--- src/rtl/core/rsb_pkg.sv ---
// Shared types and constants of the radial shell power binning core.
package rsb_pkg;

   // Field widths
   localparam int PSUM_W = 64;
   localparam int RSUM_W = 48;
   localparam int CNT_W  = 23;

   // Saturation limits
   localparam logic [PSUM_W-1:0] PSUM_MAX = '1;
   localparam logic [RSUM_W-1:0] RSUM_MAX = '1;
   localparam logic [CNT_W-1:0]  CNT_MAX  = '1;

   // 2*pi in Q3.29 and the rounding half for the >> 29
   localparam logic [31:0] TWO_PI_Q29 = 32'd3373259426;
   localparam logic [63:0] ROUND_HALF = 64'h0000_0000_1000_0000;

   // Serial square root: result bits (radicand is twice as wide)
   localparam int SQ_RW = 24;
   // Serial divider: dividend / quotient bits
   localparam int DIV_DW = 64;

   // Configuration register byte addresses
   localparam logic [2:0] ADDR_GRID_SIZE   = 3'd0;
   localparam logic [2:0] ADDR_POWER_SCALE = 3'd4;

   // Request function codes
   localparam logic FUNC_ACCUM = 1'b0;
   localparam logic FUNC_EMIT  = 1'b1;

   // One shell bin as stored
   typedef struct packed {
      logic [PSUM_W-1:0] psum;
      logic [RSUM_W-1:0] rsum;
      logic [CNT_W-1:0]  cnt;
   } bin_entry_type;

   // Sequencer states
   typedef enum logic [4:0] {
      ST_IDLE,
      ST_FOLD,
      ST_SQ_START,
      ST_SQ_WAIT,
      ST_RD,
      ST_MUL,
      ST_WR,
      ST_EREAD,
      ST_ECHK,
      ST_DIVP,
      ST_MP0,
      ST_MP1,
      ST_MP2,
      ST_DIVR,
      ST_WN0,
      ST_WN1,
      ST_WN2,
      ST_OUT
   } state_type;

endpackage

--- src/rtl/core/rsb_sqrt.sv ---
// Bit-serial integer square root, one result bit per cycle.
module rsb_sqrt (
   input  logic                           clock,
   input  logic                           reset,
   input  logic                           start,
   input  logic [2*rsb_pkg::SQ_RW-1:0]    radicand,
   output logic                           busy,
   output logic [rsb_pkg::SQ_RW-1:0]      root
);
   import rsb_pkg::*;

   localparam int CW = $clog2(SQ_RW);

   logic [2*SQ_RW-1:0] rad_ff, rad_in;
   logic [SQ_RW:0]     rem_ff, rem_in;
   logic [SQ_RW-1:0]   root_ff, root_in;
   logic [CW-1:0]      cnt_ff, cnt_in;
   logic               busy_ff, busy_in;
   logic [SQ_RW+2:0]   rem_next;
   logic [SQ_RW+2:0]   trial;

   // One step: bring down two bits, try root*4+1
   always_comb begin
      rem_next = {rem_ff, rad_ff[2*SQ_RW-1 -: 2]};
      trial    = {1'b0, root_ff, 2'b01};
      rad_in   = rad_ff;
      rem_in   = rem_ff;
      root_in  = root_ff;
      cnt_in   = cnt_ff;
      busy_in  = busy_ff;
      if (start) begin
         rad_in  = radicand;
         rem_in  = '0;
         root_in = '0;
         cnt_in  = CW'(SQ_RW - 1);
         busy_in = 1'b1;
      end else if (busy_ff) begin
         rad_in = {rad_ff[2*SQ_RW-3:0], 2'b00};
         if (rem_next >= trial) begin
            rem_in  = (SQ_RW+1)'(rem_next - trial);
            root_in = {root_ff[SQ_RW-2:0], 1'b1};
         end else begin
            rem_in  = (SQ_RW+1)'(rem_next);
            root_in = {root_ff[SQ_RW-2:0], 1'b0};
         end
         cnt_in = cnt_ff - CW'(1);
         if (cnt_ff == '0) begin
            busy_in = 1'b0;
         end
      end
   end

   always_ff @(posedge clock) begin
      if (reset) begin
         busy_ff <= 1'b0;
      end else begin
         busy_ff <= busy_in;
      end
      rad_ff  <= rad_in;
      rem_ff  <= rem_in;
      root_ff <= root_in;
      cnt_ff  <= cnt_in;
   end

   assign busy = busy_ff;
   assign root = root_ff;

endmodule

--- config.mk ---
export PLATFORM = sky130hd
export DESIGN_NAME = rsb_sqrt
export DESIGN_NICKNAME = d
export VERILOG_FILES = /design/src/rtl/core/rsb_pkg.sv /design/src/rtl/core/rsb_sqrt.sv
export SDC_FILE = /design/constraint.sdc
export NUM_CORES = 1
export LEC_CHECK = 0
export ABC_AREA = 1
export BUFFER_PORTS_ARGS = -buffer_cell sky130_fd_sc_hd__buf_4
export CAP_MARGIN = 15
export CORE_MARGIN = 2
export CORE_UTILIZATION = 50
export DETAILED_ROUTE_END_ITERATION = 7
export GPL_ROUTABILITY_DRIVEN = 0
export PLACE_DENSITY = 0.78
export SLEW_MARGIN = 20
export SYNTH_ARGS = -nofsm -noshare
export SYNTH_HDL_FRONTEND = slang
export SYNTH_SLANG_ARGS = --single-unit
--- constraint.sdc ---
create_clock -name clock -period 7.2 [get_ports clock]
set_input_delay 0.36 -clock clock [delete_from_list [all_inputs] [get_ports clock]]
set_output_delay 0.36 -clock clock [all_outputs]
set_load 0.02 [all_outputs]
==> impl_results.md <==
* Run status: complete, but fails checks
* Failing checks: DRC
* Hold Slack at between 200 and 250 ps
* Worst Clk Skew at 4.47 ps
* Die span in x at 113 µm
* Number of I/O port buffers at 75
* Mapped Avg Cell Area at around 7.2 µm²
* Clock buffer depth at 2
* R2r endpoint: rem_ff[0]$_SDFFE_PP0P_
* Detailed Routing Iterations Pass 1 at 7
* Yosys warnings at 0
* CTS Hold Buffers Added at 0
* Vias in the first global route at 4674
* WHS Path Cells at 4
* Final wirelength at 13200 µm
* Clock tree root driver cell: clkbuf_16
* Most common cell after layout, fill and taps aside: nand2_1
* Achievable Freq at about 0.41 GHz
* Die ar. at 0.0128 mm²
* Hold Crit Class: in -> reg
* I/O Pins at 76
* Largest net degree at the start of global routing at 61
* Area growth, synth to finish at 16.2%
* CTS HTree Levels at 3
* FF-to-FF setup slack at 4780 ps
* DRT iter0 DRCs at around 360
* CTS buffer count at 9
* Total gr overflow at 0
* Chip Height at 113 µm
* Setup TNS at 0 ps
* Number of core rows at 39
* Worst rel slew slack at 53.1%
* First-pass GRT wire length at ~22000 µm
* Max_cap viols at 0
* # clock sinks at roughly 100
* Sequential element share of the synthesized area at between 40% and 50%
* Hold EP: busy$_SDFF_PP0_
* Avg WL per Cell at 12.7 µm
* Crit path launch type: register
* Syn_nets at between 900 and 1k
* Cells on worst reg2reg path at 14
* Hpwl dp at around 9500 µm
* Cell type with the largest total area after synthesis: edfxtp_1
* Critical Path Fanout Max at 39
* Synthesized instance count at 828
* Pins over their slew limit at 0
* CP endpoint kind: register
* Synth unique cells at 41
* Vias/cell at 5.03
* # resized after CTS at 0
* Period minus WS final at 2420 ps
* Worst Path Required at 7450 ps
* Yosys reg bits at 103
* # diodes at 0
* Actual slew at the worst max-slew pin at 703 ps
* Clock latency on the worst-skew pair at 360 ps
* Top cell type's share of synthesized area at 24.2%
* Layout cells sized above 1 at 13.8%
* Fin. Hold Viols at 0
* Endpoints failing setup at 0
* Nets at 972
* Initial Utilization at 51.8%
* CTS tree: built
* Post-CTS setup buffers at 0
* Crit Path Category: reg -> reg
* Final ANT Viol Nets at 0
* Initial antenna violation count at 0
* Period Utilization, post-route at 33.7%
* RSZ-0062 raised after global routing: false
* Core area at 0.0115 mm²
* DRC Markers at 3
* Most frequent cells in the layout: 334 x nand2_1, 107 x inv_1, 79 x buf_4
* Gr usage total at 21.4%
* Worst R2R Start: root[19]$_SDFFE_PP0P_
* Synth area leaders: edfxtp_1 24%, nand2_1 21%, dfxtp_1 18%, inv_1 6.7%, ha_1 5.9%
* Worst hold start: reset
* Mapped cell area at 0.00596 mm²
* CTS clk-pin slew, worst paths at 70 ps
* Critical Path AT at around 2700 ps
* Via count at 5235
==> worst max-delay path, cell delays in order, from the launching register on <==
cell and delay, ps:
dfxtp_1 340, inv_1 70, ha_1 380, nand2_1 160, inv_2 40, nand2_1 50
nand2_1 70, a21oi_1 180, nand2_2 80, nor2_4 170, nand2_4 280, inv_2 210
nand2_1 90, nor2_1 140, nor3_2 50
==> per-stage QoR <==
stage | setup slack [ps] | instance area (µm²) | std cells | util (%)
global route | 4480 | 6930 | 1041 | 60.2
finish | 4780 | 6930 | 1041 | 60.2
floorplan | 4310 | 5960 | 828 | -
global placement | 4610 | 6620 | 1025 | 57.5
detailed placement | 4590 | 6620 | 1025 | 57.5
CTS | 4790 | 6930 | 1041 | 60.2
==> cell families after synthesis <==
family          share of synthesized area [%]
simple gates                             32.3
buf+inv                                  9.25
flops                                    42.6
compound gates                           8.03
fa+ha+maj                                5.87
xor+xnor                                 1.91
==> final cells by class <==
class / count / area [µm²]
Multi-Input combinational cell: 585 / 2870
Sequential cell: 103 / 2540
Fill cell: 1048 / 4580
Clock buffer: 9 / 225
Clock inverter: 7 / 90.1
Inverter: 115 / 432
Timing Repair Buffer: 79 / 593
Tap cell: 143 / 179
==> cell usage after synthesis, drive strengths merged <==
| master | n |
|---|---|
| nand2 | 341 |
| inv | 114 |
| nor2 | 61 |
| dfxtp | 55 |
| edfxtp | 48 |
| nand3 | 32 |
| a21oi | 28 |
| ha | 28 |
| o22ai | 23 |
| o21ai | 18 |
| buf | 13 |
| clkbuf | 12 |
| nand4 | 12 |
| xnor2 | 11 |
| nor3 | 9 |
| o211ai | 6 |
| or2 | 4 |
| nand3b | 3 |
| o21bai | 2 |
| xor2 | 2 |
| a21o | 1 |
| a22oi | 1 |
| and2 | 1 |
| clkinv | 1 |
| nor4 | 1 |
| o31ai | 1 |
==> routing by layer <==
metal	part of all wire (%)	GRT usage (%)	vias to the layer above
li1	-	-	2759
met1	48	29.8	2346
met2	45	33.8	114
met3	4.8	3.75	16
met4	1.6	7.24	0
met5	0	0	-
==> state kept, by name, indices dropped and copies added (netlist names) <==
register	flops
root	24
cnt_ff	5
rem_ff	25
rad_ff	48
busy	1
==> worst max-delay path by stage <==
stage / from / slack, ps / endpoint / cells past startpoint
floorplan: busy$_SDFF_PP0_ / 4310 / rad_ff[0]$_SDFFCE_PN0P_ / 4
global placement: start / 4610 / rad_ff[21]$_DFFE_PP_ / 5
detailed placement: start / 4590 / rad_ff[21]$_DFFE_PP_ / 5
CTS: busy$_SDFF_PP0_ / 4790 / rad_ff[19]$_DFFE_PP_ / 4
global route: root[19]$_SDFFE_PP0P_ / 4480 / rem_ff[0]$_SDFFE_PP0P_ / 14
finish: root[19]$_SDFFE_PP0P_ / 4780 / rem_ff[0]$_SDFFE_PP0P_ / 14
Power is not shown: default switching activity piles up to over one toggle a cycle in this logic, so the estimate is an artifact.
