$ cat src/rtl/core/rsb_pkg.sv
// Shared types and constants of the radial shell power binning core.
package rsb_pkg;

   // Field widths
   localparam int PSUM_W = 64;
   localparam int RSUM_W = 48;
   localparam int CNT_W  = 23;

   // Saturation limits
   localparam logic [PSUM_W-1:0] PSUM_MAX = '1;
   localparam logic [RSUM_W-1:0] RSUM_MAX = '1;
   localparam logic [CNT_W-1:0]  CNT_MAX  = '1;

   // 2*pi in Q3.29 and the rounding half for the >> 29
   localparam logic [31:0] TWO_PI_Q29 = 32'd3373259426;
   localparam logic [63:0] ROUND_HALF = 64'h0000_0000_1000_0000;

   // Serial square root: result bits (radicand is twice as wide)
   localparam int SQ_RW = 24;
   // Serial divider: dividend / quotient bits
   localparam int DIV_DW = 64;

   // Configuration register byte addresses
   localparam logic [2:0] ADDR_GRID_SIZE   = 3'd0;
   localparam logic [2:0] ADDR_POWER_SCALE = 3'd4;

   // Request function codes
   localparam logic FUNC_ACCUM = 1'b0;
   localparam logic FUNC_EMIT  = 1'b1;

   // One shell bin as stored
   typedef struct packed {
      logic [PSUM_W-1:0] psum;
      logic [RSUM_W-1:0] rsum;
      logic [CNT_W-1:0]  cnt;
   } bin_entry_type;

   // Sequencer states
   typedef enum logic [4:0] {
      ST_IDLE,
      ST_FOLD,
      ST_SQ_START,
      ST_SQ_WAIT,
      ST_RD,
      ST_MUL,
      ST_WR,
      ST_EREAD,
      ST_ECHK,
      ST_DIVP,
      ST_MP0,
      ST_MP1,
      ST_MP2,
      ST_DIVR,
      ST_WN0,
      ST_WN1,
      ST_WN2,
      ST_OUT
   } state_type;

endpackage

$ cat src/rtl/core/rsb_div.sv
// Bit-serial restoring divider, one quotient bit per cycle.
module rsb_div (
   input  logic                          clock,
   input  logic                          reset,
   input  logic                          start,
   input  logic [rsb_pkg::DIV_DW-1:0]    dividend,
   input  logic [rsb_pkg::CNT_W-1:0]     divisor,
   output logic                          busy,
   output logic [rsb_pkg::DIV_DW-1:0]    quotient
);
   import rsb_pkg::*;

   localparam int CW = $clog2(DIV_DW);

   logic [DIV_DW-1:0] dvd_ff, dvd_in;
   logic [CNT_W-1:0]  dvs_ff, dvs_in;
   logic [CNT_W-1:0]  rem_ff, rem_in;
   logic [CW-1:0]     cnt_ff, cnt_in;
   logic              busy_ff, busy_in;
   logic [CNT_W:0]    rem_next;

   // Shift the dividend out at the top and the quotient in at the bottom
   always_comb begin
      rem_next = {rem_ff, dvd_ff[DIV_DW-1]};
      dvd_in   = dvd_ff;
      dvs_in   = dvs_ff;
      rem_in   = rem_ff;
      cnt_in   = cnt_ff;
      busy_in  = busy_ff;
      if (start) begin
         dvd_in  = dividend;
         dvs_in  = divisor;
         rem_in  = '0;
         cnt_in  = CW'(DIV_DW - 1);
         busy_in = 1'b1;
      end else if (busy_ff) begin
         if (rem_next >= {1'b0, dvs_ff}) begin
            rem_in = CNT_W'(rem_next - {1'b0, dvs_ff});
            dvd_in = {dvd_ff[DIV_DW-2:0], 1'b1};
         end else begin
            rem_in = rem_next[CNT_W-1:0];
            dvd_in = {dvd_ff[DIV_DW-2:0], 1'b0};
         end
         cnt_in = cnt_ff - CW'(1);
         if (cnt_ff == '0) begin
            busy_in = 1'b0;
         end
      end
   end

   always_ff @(posedge clock) begin
      if (reset) begin
         busy_ff <= 1'b0;
      end else begin
         busy_ff <= busy_in;
      end
      dvd_ff <= dvd_in;
      dvs_ff <= dvs_in;
      rem_ff <= rem_in;
      cnt_ff <= cnt_in;
   end

   assign busy     = busy_ff;
   assign quotient = dvd_ff;

endmodule

$ cat config.mk
export PLATFORM = sky130hd
export DESIGN_NAME = rsb_div
export DESIGN_NICKNAME = d
export VERILOG_FILES = /design/src/rtl/core/rsb_pkg.sv /design/src/rtl/core/rsb_div.sv
export SDC_FILE = /design/constraint.sdc
export NUM_CORES = 1
export LEC_CHECK = 0
export BUFFER_PORTS_ARGS = -buffer_cell sky130_fd_sc_hd__buf_2
export CELL_PAD_IN_SITES_DETAIL_PLACEMENT = 2
export CELL_PAD_IN_SITES_GLOBAL_PLACEMENT = 2
export CORE_MARGIN = 10
export CORE_UTILIZATION = 34
export CTS_BUF_LIST = sky130_fd_sc_hd__clkbuf_16
export CTS_CLUSTER_SIZE = 14
export DETAILED_ROUTE_END_ITERATION = 8
export PLACE_DENSITY = 0.9
export SYNTH_ARGS = -nofsm -noshare
export SYNTH_HDL_FRONTEND = slang
export SYNTH_SLANG_ARGS = --single-unit
$ cat constraint.sdc
create_clock -name clock -period 3 [get_ports clock]
set_input_delay 0 -clock clock [delete_from_list [all_inputs] [get_ports clock]]
set_output_delay 0 -clock clock [all_outputs]
set_load 0.02 [all_outputs]
==> flow_metrics.tcl, run 1 <==
set metrics [dict create \
    cts_root_buf "clkbuf_16" \
    post-route-util_pct 50.2 \
    ant_nets 0 \
    cts_tree "built" \
    final_layout_size_suffix_gt1_share_pct 38.3 \
    grt.total_usage_pct 25.7 \
    cp-end-kind "flip-flop" \
    mostFrequentLayoutCell "buf_2" \
    viasPerCell 5.79 \
    die-area_sq_um 23400 \
    peakVddDrop_v 0.000354 \
    fmax_mhz 333 \
    synth_cells 500 \
    nets 864 \
    seq_area_frac_synth_pct 53.5 \
    layout_min_cycle_time_ps 3000 \
    setup_violations 1 \
    die_h_um 153 \
    synth-warning-count 0 \
    num_vias 5712 \
    cts_buffers 17 \
    crit_fanout 14 \
    post-route-drc-count 0 \
    dp_slack_ps 81.6 \
    finalSetupTns_ps -3.55 \
    drv_cap 0 \
    final_cell_mix "buf_2, dlygate4sd3_1, edfxtp_1, mux2_2, nor2_1" \
    place_congestion 0.848 \
    crit_path_cell_trace "inv_1 > ha_2 > nor2_2 > a21o_1 > a21oi_2 > o311a_1 > o2111ai_2 > and2_4 > buf_6 > mux2i_2 > a211oi_2" \
    place.detailed.hpwl_um 15300 \
    grt_pass1_wl_um 45000 \
    worst_slack_ps -3.55 \
    fillers 1712 \
    criticalPathCategory "flip-flop to flip-flop" \
    final.period_utilization_pct 100 \
    cpPeakStageDelay_ps 480 \
    netlist_area_sq_um 6010 \
    initial_core_util_pct 34.7 \
    ys_types 49 \
    clk_path_buf_depth 2 \
    fin_skew_ps 24.3 \
    syn_nets 616 \
    grt_pass1_vias 6233 \
    clk_latency_ps 450 \
    drv_slew 0 \
    cp_slowest_cell "edfxtp_1" \
    power_density_nw_per_um2 645 \
    numPortBuffers 154 \
    pin_count 155 \
    cp-start-kind "flip-flop" \
    clkSlewWorstSetupHoldPaths_ps 80 \
    avgSynthCellArea_sq_um 12.0 \
    slew_headroom_pct 36.8 \
    wl_per_cell_um 34.3 \
    hp-class "primary input to flip-flop" \
    h-tree-depth 4 \
    status "finished with violations" \
    overflow 0 \
    required_ps 3280 \
    grt_max_degree 102 \
    cp.arrival_ps 3290 \
    routed_wirelength_um 33900 \
    drtIter0Drc 638 \
    clkSinkCount 117 \
    p_leak_nw 3.67 \
    rows 48 \
    worst_pin_slew_ps 948 \
    placeableCoreArea_sq_um 17300 \
    firstDrtPassIters 5 \
    area_growth_pct 44.5 \
    violations "negative setup slack" \
    antenna_found_initial 4 \
    yosys_register_bits 117 \
    die_w_um 153 \
    hold_viol 0 \
]
state kept, by name (all words and copies together) (netlist names):
register and count:
quotient 64, dvs_ff 23, rem_ff 23, cnt_ff 6
busy 1
layer usage:
layer,global-route usage (%),routed length [um]
met5,0,13
met4,7.58,1190
met1,30.1,12900
met2,44.1,16600
met3,8.08,3250
power breakdown:
part           switching [mW]  internal [mW]  total, mW
Combinational           0.759          0.483       1.24
Sequential              0.143           1.92       2.06
Clock                   0.981           1.31       2.29
synthesized netlist by cell type (all sizes together):
library cell  count  area (sq um)
a211o             3          26.3
a41oi             2          17.5
and2              1          8.76
buf               6          63.8
o21a              3          22.5
nand2            30           120
or2               2          12.5
a32oi             2          17.5
o2111ai           1          15.0
a21o             10          75.1
xnor2            15           131
mux2i            14           140
mux2             63           709
and3              1          6.26
xor2              9          78.8
nor3              5          25.0
a221oi            1          8.76
inv              32           120
o211ai            3          22.5
o21bai            2          15.0
a31oi             2          12.5
nor2b             5          31.3
or3               1          6.26
dfxtp            30           601
nand4             4          25.0
nor2             32           120
o31ai             1          7.51
ha               25           313
nor4              1          6.26
or4b              1          10.0
a21oi            23           115
a31o              2          17.5
nand2b            6          37.5
o311ai            4          35.0
o21ai            19          95.1
a211oi           19           143
nand3             8          40.0
o311a             1          10.0
a311oi            1          15.0
fa                1          20.0
clkbuf           18          67.6
nor3b             3          22.5
edfxtp           87          2610
nand4b            1          8.76
path summary, 6_finish.rpt:
path / from / end / slack, ps / cells after the start
min reg2reg: rem_ff[9] / rem_ff[9] / 520 / 2
max: dvs_ff[3] / rem_ff[20] / -4 / 11
min: dividend[0] / quotient[0] / 50 / 3
max reg2reg: dvs_ff[3] / rem_ff[20] / -4 / 11
critical path: cells and delay by family (launching register included):
kind            cells  cell delay, ps
compound gates      5             970
fa+ha+maj           1             320
buf+inv             2             340
flops               1             480
mux                 1             250
simple gates        2             460
area by class of cell:
cell class                 count  area [sq um]  share of cell area (%)
antenna                        2          5.00                  0.0577
clock buffer                  17           425                    4.90
clock inverter                14           175                    2.02
inverter                      32           120                    1.38
multi-input combinational    327          2680                    30.8
sequential                   117          3210                    37.0
tap                          225           282                    3.24
timing repair buffer         253          1780                    20.5
stage by stage:
step	std cells	hold WS (ps)	power (mW)	cell area (sq um)
finish	987	53.1	5.60	8680
global route	985	37.3	5.71	8680
CTS	981	4.53	5.26	8490
detailed placement	862	164	2.95	7010
global placement	862	166	2.89	7010
floorplan	500	72.4	2.61	6010
kinds of logic after synthesis:
group | count (synthesis) | synth area share (%)
XOR/XNOR | 24 | 3.50
multiplexers | 77 | 14.1
AND/OR/NAND/NOR | 101 | 8.00
flip-flops | 117 | 53.5
adder cells (fa/ha/maj) | 26 | 5.54
AO/OA/AOI/OAI | 99 | 11.2
buffers and inverters | 56 | 4.19
timing repair:
item,4_1_cts,5_1_grt
pin swaps,1,7
cloned,0,1
hold buffers,88,0
hold endpoints to repair,88,0
gates resized for setup,1,32
endpoints found under the setup margin,2,24
buffers inserted,0,3
Power figures use the tool's default switching activity.
==> inputs of run 2 (changes only) <==
- CORE_MARGIN: 10 -> not set
==> flow_metrics.tcl, run 2 (same netlist as run 1, synthesis figures left out) <==
set metrics [dict create \
    viasPerCell 5.65 \
    post-route-drc-count 0 \
    holdWs_ps 19.0 \
    setup_violations 5 \
    ant_nets 0 \
    die_w_um 135 \
    final_layout_size_suffix_gt1_share_pct 37.1 \
    num_vias 5596 \
    clkSlewWorstSetupHoldPaths_ps 80 \
    routed_wirelength_um 29900 \
    violations "negative setup slack" \
    cts_buffers 17 \
    firstDrtPassIters 5 \
    r2r_start "dvs_ff[1]" \
    hold_viol 0 \
    grt_max_degree 86 \
    cts_tree "built" \
    placeableCoreArea_sq_um 17300 \
    cp-end-kind "flip-flop" \
    grt_pass1_wl_um 42700 \
    p_clk_share_pct 40.6 \
    peakVddDrop_v 0.000423 \
    drv_slew 0 \
    drtIter0Drc 342 \
    seqPwrFrac_pct 37.6 \
    worst_pin_slew_ps 782 \
    cp.arrival_ps 3440 \
    place_congestion 0.849 \
    required_ps 3380 \
    clkSinkCount 117 \
    pin_count 155 \
    comb_power_share_pct 21.7 \
    die_h_um 135 \
    antenna_found_initial 4 \
    area_growth_pct 43.5 \
    cp-start-kind "flip-flop" \
    clk_latency_ps 440 \
    power_density_nw_per_um2 630 \
    crit_start "dvs_ff[1]" \
    status "finished with violations" \
    met1_length_um 11700 \
    rows 48 \
    finalSetupTns_ps -151 \
    post-route-util_pct 49.9 \
    drv_cap 0 \
    die-area_sq_um 18200 \
    initial_core_util_pct 34.7 \
    wl_met3_um 2010 \
    wl_per_cell_um 30.2 \
    fin_skew_ps 25.1 \
    numPortBuffers 154 \
    rsz0062_at_grt "true" \
    p_leak_nw 3.68 \
    nets 869 \
    slew_headroom_pct 47.7 \
    met2_length_um 14600 \
    overflow 0 \
    place.detailed.hpwl_um 14000 \
    hp-class "primary input to flip-flop" \
    worst_slack_ps -61.0 \
    fillers 1724 \
    cts_root_buf "clkbuf_16" \
    p_switching_mw 1.75 \
    grt_pass1_vias 6327 \
    largest_register_ffs 64 \
    fmax_mhz 327 \
    top_layer_used "met5" \
    criticalPathCategory "flip-flop to flip-flop" \
    swShare_pct 32.2 \
    p_int_mw 3.68 \
    final.period_utilization_pct 102 \
    clk_path_buf_depth 2 \
    layout_min_cycle_time_ps 3060 \
    h-tree-depth 4 \
    power_mw 5.44 \
    grt.total_usage_pct 33.2 \
    min_from "start" \
    final_cell_mix "buf_2, dlygate4sd3_1, edfxtp_1, mux2_2, nor2_1" \
    mostFrequentLayoutCell "buf_2" \
    crit_fanout 3 \
]
-- run 2: layout make-up --
type / instances / area, sq um / share of cell area [%]
multi-input combinational: 327 / 2630 / 30.5
clock buffer: 17 / 425 / 4.93
clock inverter: 14 / 163 / 1.89
timing repair buffer: 258 / 1790 / 20.8
antenna: 1 / 2.50 / 0.0290
tap: 225 / 282 / 3.26
inverter: 32 / 120 / 1.39
sequential: 117 / 3210 / 37.3
-- run 2: stage by stage --
| step | instances | instance area, sq um | setup WS [ps] |
|---|---|---|---|
| after floorplan | 500 | 6010 | 120 |
| after global placement | 865 | 7020 | 197 |
| after detailed placement | 865 | 7020 | 67.4 |
| after CTS | 984 | 8490 | 40.4 |
| after global routing | 990 | 8620 | -90.7 |
| final | 991 | 8620 | -61.0 |
-- run 2: path summary, 6_finish.rpt --
kind	endpoint	slack, ps	cells after the start
setup / recovery	rem_ff[19]	-60	10
hold / removal	dvs_ff[0]	20	1
setup reg to reg	rem_ff[19]	-60	10
hold reg to reg	rem_ff[16]	530	2
-- run 2: layer usage --
metal  GRT usage [%]  vias to the layer above
met5               0                        -
met4            17.6                        6
met3            10.2                       96
met2            55.8                      310
met1            37.8                     2827
li1                -                     2357
-- run 2: power by group through the flow --
stage	Combinational [mW]	Clock, mW	Sequential, mW
after floorplan	0.485	0	2.13
after global placement	0.864	0	2.02
after detailed placement	0.914	0	2.03
after CTS	1.03	2.13	2.01
after global routing	1.23	2.27	2.05
final	1.18	2.21	2.05
-- run 2: critical path, cell delays in order, from the launching register on --
cell and delay [ps]:
edfxtp_1 530, inv_1 140, ha_1 350, nand2b_1 150
a21o_1 230, a211o_1 330, a211oi_2 290, o21a_1 190
nor3_1 70, or4b_2 630, nand2_1 90
-- run 2: what timing repair did --
action,in CTS,in global routing
pin swaps,0,5
setup endpoints to repair,4,23
hold buffers,88,0
buffers inserted,0,6
endpoints found under the hold margin,88,0
gates resized for setup,3,17
